[config.mk]
export PLATFORM = sky130hd
export DESIGN_NAME = adsr_div
export DESIGN_NICKNAME = d
export VERILOG_FILES = /design/src/rtl/core/adsr_pkg.sv /design/src/rtl/core/adsr_div.sv
export SDC_FILE = /design/constraint.sdc
export NUM_CORES = 1
export LEC_CHECK = 0
export BUFFER_PORTS_ARGS = -buffer_cell sky130_fd_sc_hd__buf_2
export CAP_MARGIN = 10
export CORE_ASPECT_RATIO = 0.8
export CORE_UTILIZATION = 45
export CTS_BUF_LIST = sky130_fd_sc_hd__clkbuf_16
export DETAILED_ROUTE_END_ITERATION = 10
export PLACE_DENSITY = 0.67
export SYNTH_ARGS = -nofsm -noshare
export SYNTH_HDL_FRONTEND = slang
export SYNTH_SLANG_ARGS = --single-unit
[constraint.sdc]
create_clock -name clk_i -period 4.8 [get_ports clk_i]
set_input_delay 0.96 -clock clk_i [delete_from_list [all_inputs] [get_ports clk_i]]
set_output_delay 0.96 -clock clk_i [all_outputs]
set_load 0.05 [all_outputs]
[src/rtl/core/adsr_pkg.sv]
package adsr_pkg;

  localparam int unsigned LEVEL_FRAC_BITS = 23;
  localparam int unsigned LEVEL_W = 24;
  localparam int unsigned TIME_W = 16;
  localparam int unsigned FS_W = 18;
  localparam int unsigned CMD_W = 2;
  localparam int unsigned PHASE_W = 3;
  localparam int unsigned STEP_W = FS_W + TIME_W;

  localparam logic [LEVEL_W-1:0] LEVEL_ONE = LEVEL_W'(1) << LEVEL_FRAC_BITS;
  localparam logic [FS_W-1:0] FS_RESET = FS_W'(48000);
  localparam logic [STEP_W-1:0] MS_PER_S = STEP_W'(1000);

  typedef enum logic [CMD_W-1:0] {
    CMD_TICK     = 2'd0,
    CMD_NOTE_ON  = 2'd1,
    CMD_NOTE_OFF = 2'd2
  } cmd_e;

  typedef enum logic [PHASE_W-1:0] {
    PH_OFF     = 3'd0,
    PH_ATTACK  = 3'd1,
    PH_DECAY   = 3'd2,
    PH_SUSTAIN = 3'd3,
    PH_RELEASE = 3'd4
  } phase_e;

endpackage

[src/rtl/core/adsr_div.sv]
module adsr_div import adsr_pkg::*; (
  input  logic              clk_i,
  input  logic              rst_ni,
  input  logic              start_i,
  input  logic [STEP_W-1:0] num_i,
  input  logic [STEP_W-1:0] den_i,
  output logic              done_o,
  output logic [STEP_W-1:0] quot_o
);

  localparam int unsigned CNT_W = $clog2(STEP_W);
  localparam logic [CNT_W-1:0] CNT_LAST = CNT_W'(STEP_W - 1);

  logic [STEP_W-1:0] rem_q, rem_d;
  logic [STEP_W-1:0] quo_q, quo_d;
  logic [STEP_W-1:0] den_q;
  logic [CNT_W-1:0]  cnt_q;
  logic              busy_q;
  logic              done_q;
  logic [STEP_W:0]   rem_sh;
  logic [STEP_W:0]   rem_sub;
  logic              ge;

  always_comb begin
    rem_sh  = {rem_q, quo_q[STEP_W-1]};
    ge      = rem_sh >= {1'b0, den_q};
    rem_sub = rem_sh - {1'b0, den_q};
    rem_d   = ge ? rem_sub[STEP_W-1:0] : rem_sh[STEP_W-1:0];
    quo_d   = {quo_q[STEP_W-2:0], ge};
  end

  always_ff @(posedge clk_i or negedge rst_ni) begin
    if (!rst_ni) begin
      busy_q <= 1'b0;
      done_q <= 1'b0;
      cnt_q  <= '0;
    end else begin
      done_q <= 1'b0;
      if (start_i) begin
        busy_q <= 1'b1;
        cnt_q  <= '0;
      end else if (busy_q) begin
        cnt_q <= cnt_q + 1'b1;
        if (cnt_q == CNT_LAST) begin
          busy_q <= 1'b0;
          done_q <= 1'b1;
        end
      end
    end
  end

  always_ff @(posedge clk_i) begin
    if (start_i) begin
      rem_q <= '0;
      quo_q <= num_i;
      den_q <= den_i;
    end else if (busy_q) begin
      rem_q <= rem_d;
      quo_q <= quo_d;
    end
  end

  assign done_o = done_q;
  assign quot_o = quo_q;

endmodule

==> impl_metrics.tcl <==
set metrics [dict create \
    run_status "finished, final reports clean" \
    ys_ff_latch 110 \
    fin_total_pwr_w 0.002304 \
    cts_max_level 3 \
    floorplan.rows 39 \
    holdBufCountCts 0 \
    design.portCount 106 \
    dr_total_vias 5699 \
    grt_max_degree 65 \
    yosys_top_cell_area_share_pct 30.05 \
    number_of_i_o_port_buffers 105 \
    finClkSkew_ns 0.01225 \
    total_leakage_power_nw 3.210 \
    drt_antenna_net_count 0 \
    number_of_enable_type_register_cells_in_the_synthesized_netlist 68 \
    synth_top_flop_cell "edfxtp_1" \
    grt_pass1_wl_mm 28.63 \
    busiest_layer "met2" \
    timing.final.max_slew_violations 0 \
    grt_remaining_overflow 0 \
    clock_path_buffers 2 \
    grtUsageMet3_pct 5.290 \
    cts.sink_count 110 \
    tritoncts "done" \
    crit_chain "inv_1 > ha_1 > nand3_1 > o21bai_2 > a21o_1 > a21oi_1 > a21oi_4 > o211ai_2 > nand2_2 > a221o_1" \
    maxClockFrequency_ghz 0.2984 \
    ir_drop_mv 0.1874 \
    crit_path_max_incr_delay_ns 0.56 \
    postCtsResizedCells 0 \
    cts.reportedPaths.clkPinSlew_ns 0.08 \
    total_buffers_and_inverters_traversed_by_the_critical_path 1 \
    final_wirelength_mm 17.18 \
    dieHeight_microns 111.9 \
    synth_fp_nets 787 \
    cap_violations 0 \
    tightestPinTransition_ns 0.8017 \
    endpoint_required_time_on_the_critical_path_ns 5.05 \
    final_hold_viol_count 0 \
    floorplan.die_area_sq_um 15600 \
    max_slew_margin_pct 46.56 \
    grt_use_met2_pct 36.85 \
    ys_async_sr_fraction_pct 7.273 \
    gr-usage-met1_pct 31.02 \
    critPathArrivalTime_ns 3.60 \
    yosys-top-cells-area "edfxtp_1 (30%), dfxtp_1 (10%), ha_1 (6.6%)" \
    share_of_post_route_cells_with_drive_strength_above_1_pct 24.06 \
    rsz0062_at_grt "no" \
    ys_types 84 \
    via_per_inst 5.980 \
    clk-insertion-delay-late_ns 0.37 \
    hold_path.class "in -> async" \
    final_min_period_over_clock_period_pct 69.82 \
    antenna_cells 0 \
    period_needed_ns 3.351 \
    final-setup-viol-count 0 \
    wire_per_inst_microns 18.03 \
    synthesis.instances 679 \
    slowest_stage "o211ai_2" \
    yosys.cell_count.top_type "edfxtp_1" \
    critical-path-top-delay-family "compound AO/OA/AOI/OAI gates" \
    gpl.final_weighted_congestion 0.9458 \
    area.growth.synth_to_final_pct 13.83 \
    grtUsageTotal_pct 22.96 \
    grt_antenna_before_repair 0 \
    final_net_count 872 \
    grt_pass1_vias 5669 \
    fill_cells 1320 \
    tns_ns 0 \
    ys.warnings.count 0 \
    ctsRootBufferMaster "clkbuf_16" \
    synth_top_cell_by_area "edfxtp_1" \
    place.detailed.hpwl_mm 12.37 \
    cellPowerDensity_nw_per_um2 297.9 \
    dieWidth_microns 139.4 \
    coreArea_sq_um 14490 \
    cts_buffers 9 \
    cp_max_fo 13 \
    seq_total_area_yosys_pct 43.01 \
    setup.worst_path.class "reg -> reg" \
    post-route-drc-count 0 \
    synth.top_cells.by_count "edfxtp_1 (68), nand2_1 (52), nor2_1 (49)" \
    syn-mean-instance-area_sq_um 10.01 \
    dr.first_iter.drc_count 498 \
    timing.critical_path.to_type "register" \
    cts_setup_buffers 0 \
    floorplan.initialDensity_pct 46.89 \
    dr_pass1_iterations 5 \
    startpoint_type_of_the_worst_setup_path "register" \
    synth.cell_area_sq_um 6795 \
]
==> routing by layer <==
layer | vias to the layer above | wire length, microns
li1 | 2711 | -
met1 | 2774 | 7933
met2 | 188 | 8011
met3 | 26 | 1033
met4 | 0 | 201
met5 | - | 0
==> worst register-to-register path: stages, from the launching register on <==
cell	delay [ns]
edfxtp_1	0.35
inv_1	0.05
ha_1	0.37
nand3_1	0.13
o21bai_2	0.25
a21o_1	0.22
a21oi_1	0.43
a21oi_4	0.14
o211ai_2	0.56
nand2_2	0.33
a221o_1	0.41
==> report_power, final <==
group          internal [W]  total (W)  switching, W  leakage [nW]
clock              0.000462   0.000826      0.000365         0.163
sequential          0.00107    0.00109     0.0000253          1.07
combinational      0.000130   0.000386      0.000256          1.97
total               0.00166    0.00230      0.000646          3.21
==> state kept, by name, summed over array words and instances, names as in the netlist <==
register  cells
busy_q        1
quot_o       34
den_q        34
cnt_q         6
done_o        1
rem_q        34
==> path summary, 6_finish.rpt <==
check	startpoint	end	slack [ns]	cells after the start
min	rst_ni	done_o	0.43	1
max reg2reg	den_q[3]	rem_q[8]	1.45	10
min in group clk_i	rem_q[27]	rem_q[27]	0.49	2
max	den_q[3]	rem_q[8]	1.45	10
min reg2reg	rem_q[27]	rem_q[27]	0.49	2
max in group asynchronous	rst_ni	cnt_q[2]	4.19	1
==> final cells by class <==
cell class	count	area, sq um	share of cell area (%)
clock buffers	9	225.2	2.912
clock inverters	7	97.59	1.262
inverters	48	180.2	2.329
multi-input cells	483	3498	45.23
flip-flops and latches	110	2923	37.79
well taps	184	230.2	2.976
repair buffers	112	580.6	7.506
==> placed cells by master (no fill, tap or decap), types with 19 or more instances in the layout <==
cell	instances
a21oi_1	37
buf_2	104
dfxtp_1	34
edfxtp_1	68
ha_1	36
inv_1	49
mux2_2	33
nand2_1	52
nand3_1	19
nor2_1	49
o21ai_0	31
==> kinds of logic after synthesis <==
| family | share of synthesized area [%] |
|---|---|
| AOI/OAI and AO/OA | 20.88 |
| and+or+nand+nor | 14.56 |
| DFF | 43.01 |
| buffers and inverters | 5.505 |
| adders and majority gates | 6.923 |
| muxes | 5.763 |
| xor gates and xnor gates | 3.351 |
==> through the flow <==
| step | hold slack [ns] | setup slack (ns) | utilization (%) | cell area (sq um) | std cells |
|---|---|---|---|---|---|
| 2_1_floorplan | 0.4545 | 1.657 | - | 6795 | 679 |
| 3_3_place_gp | 0.4699 | 1.601 | 51.14 | 7412 | 937 |
| 3_5_place_dp | 0.4852 | 1.534 | 51.14 | 7412 | 937 |
| 4_1_cts | 0.4306 | 1.518 | 53.37 | 7735 | 953 |
| 5_1_grt | 0.4375 | 1.257 | 53.37 | 7735 | 953 |
| 6_report | 0.4310 | 1.449 | 53.37 | 7735 | 953 |
(Power assumes the default switching activity.)
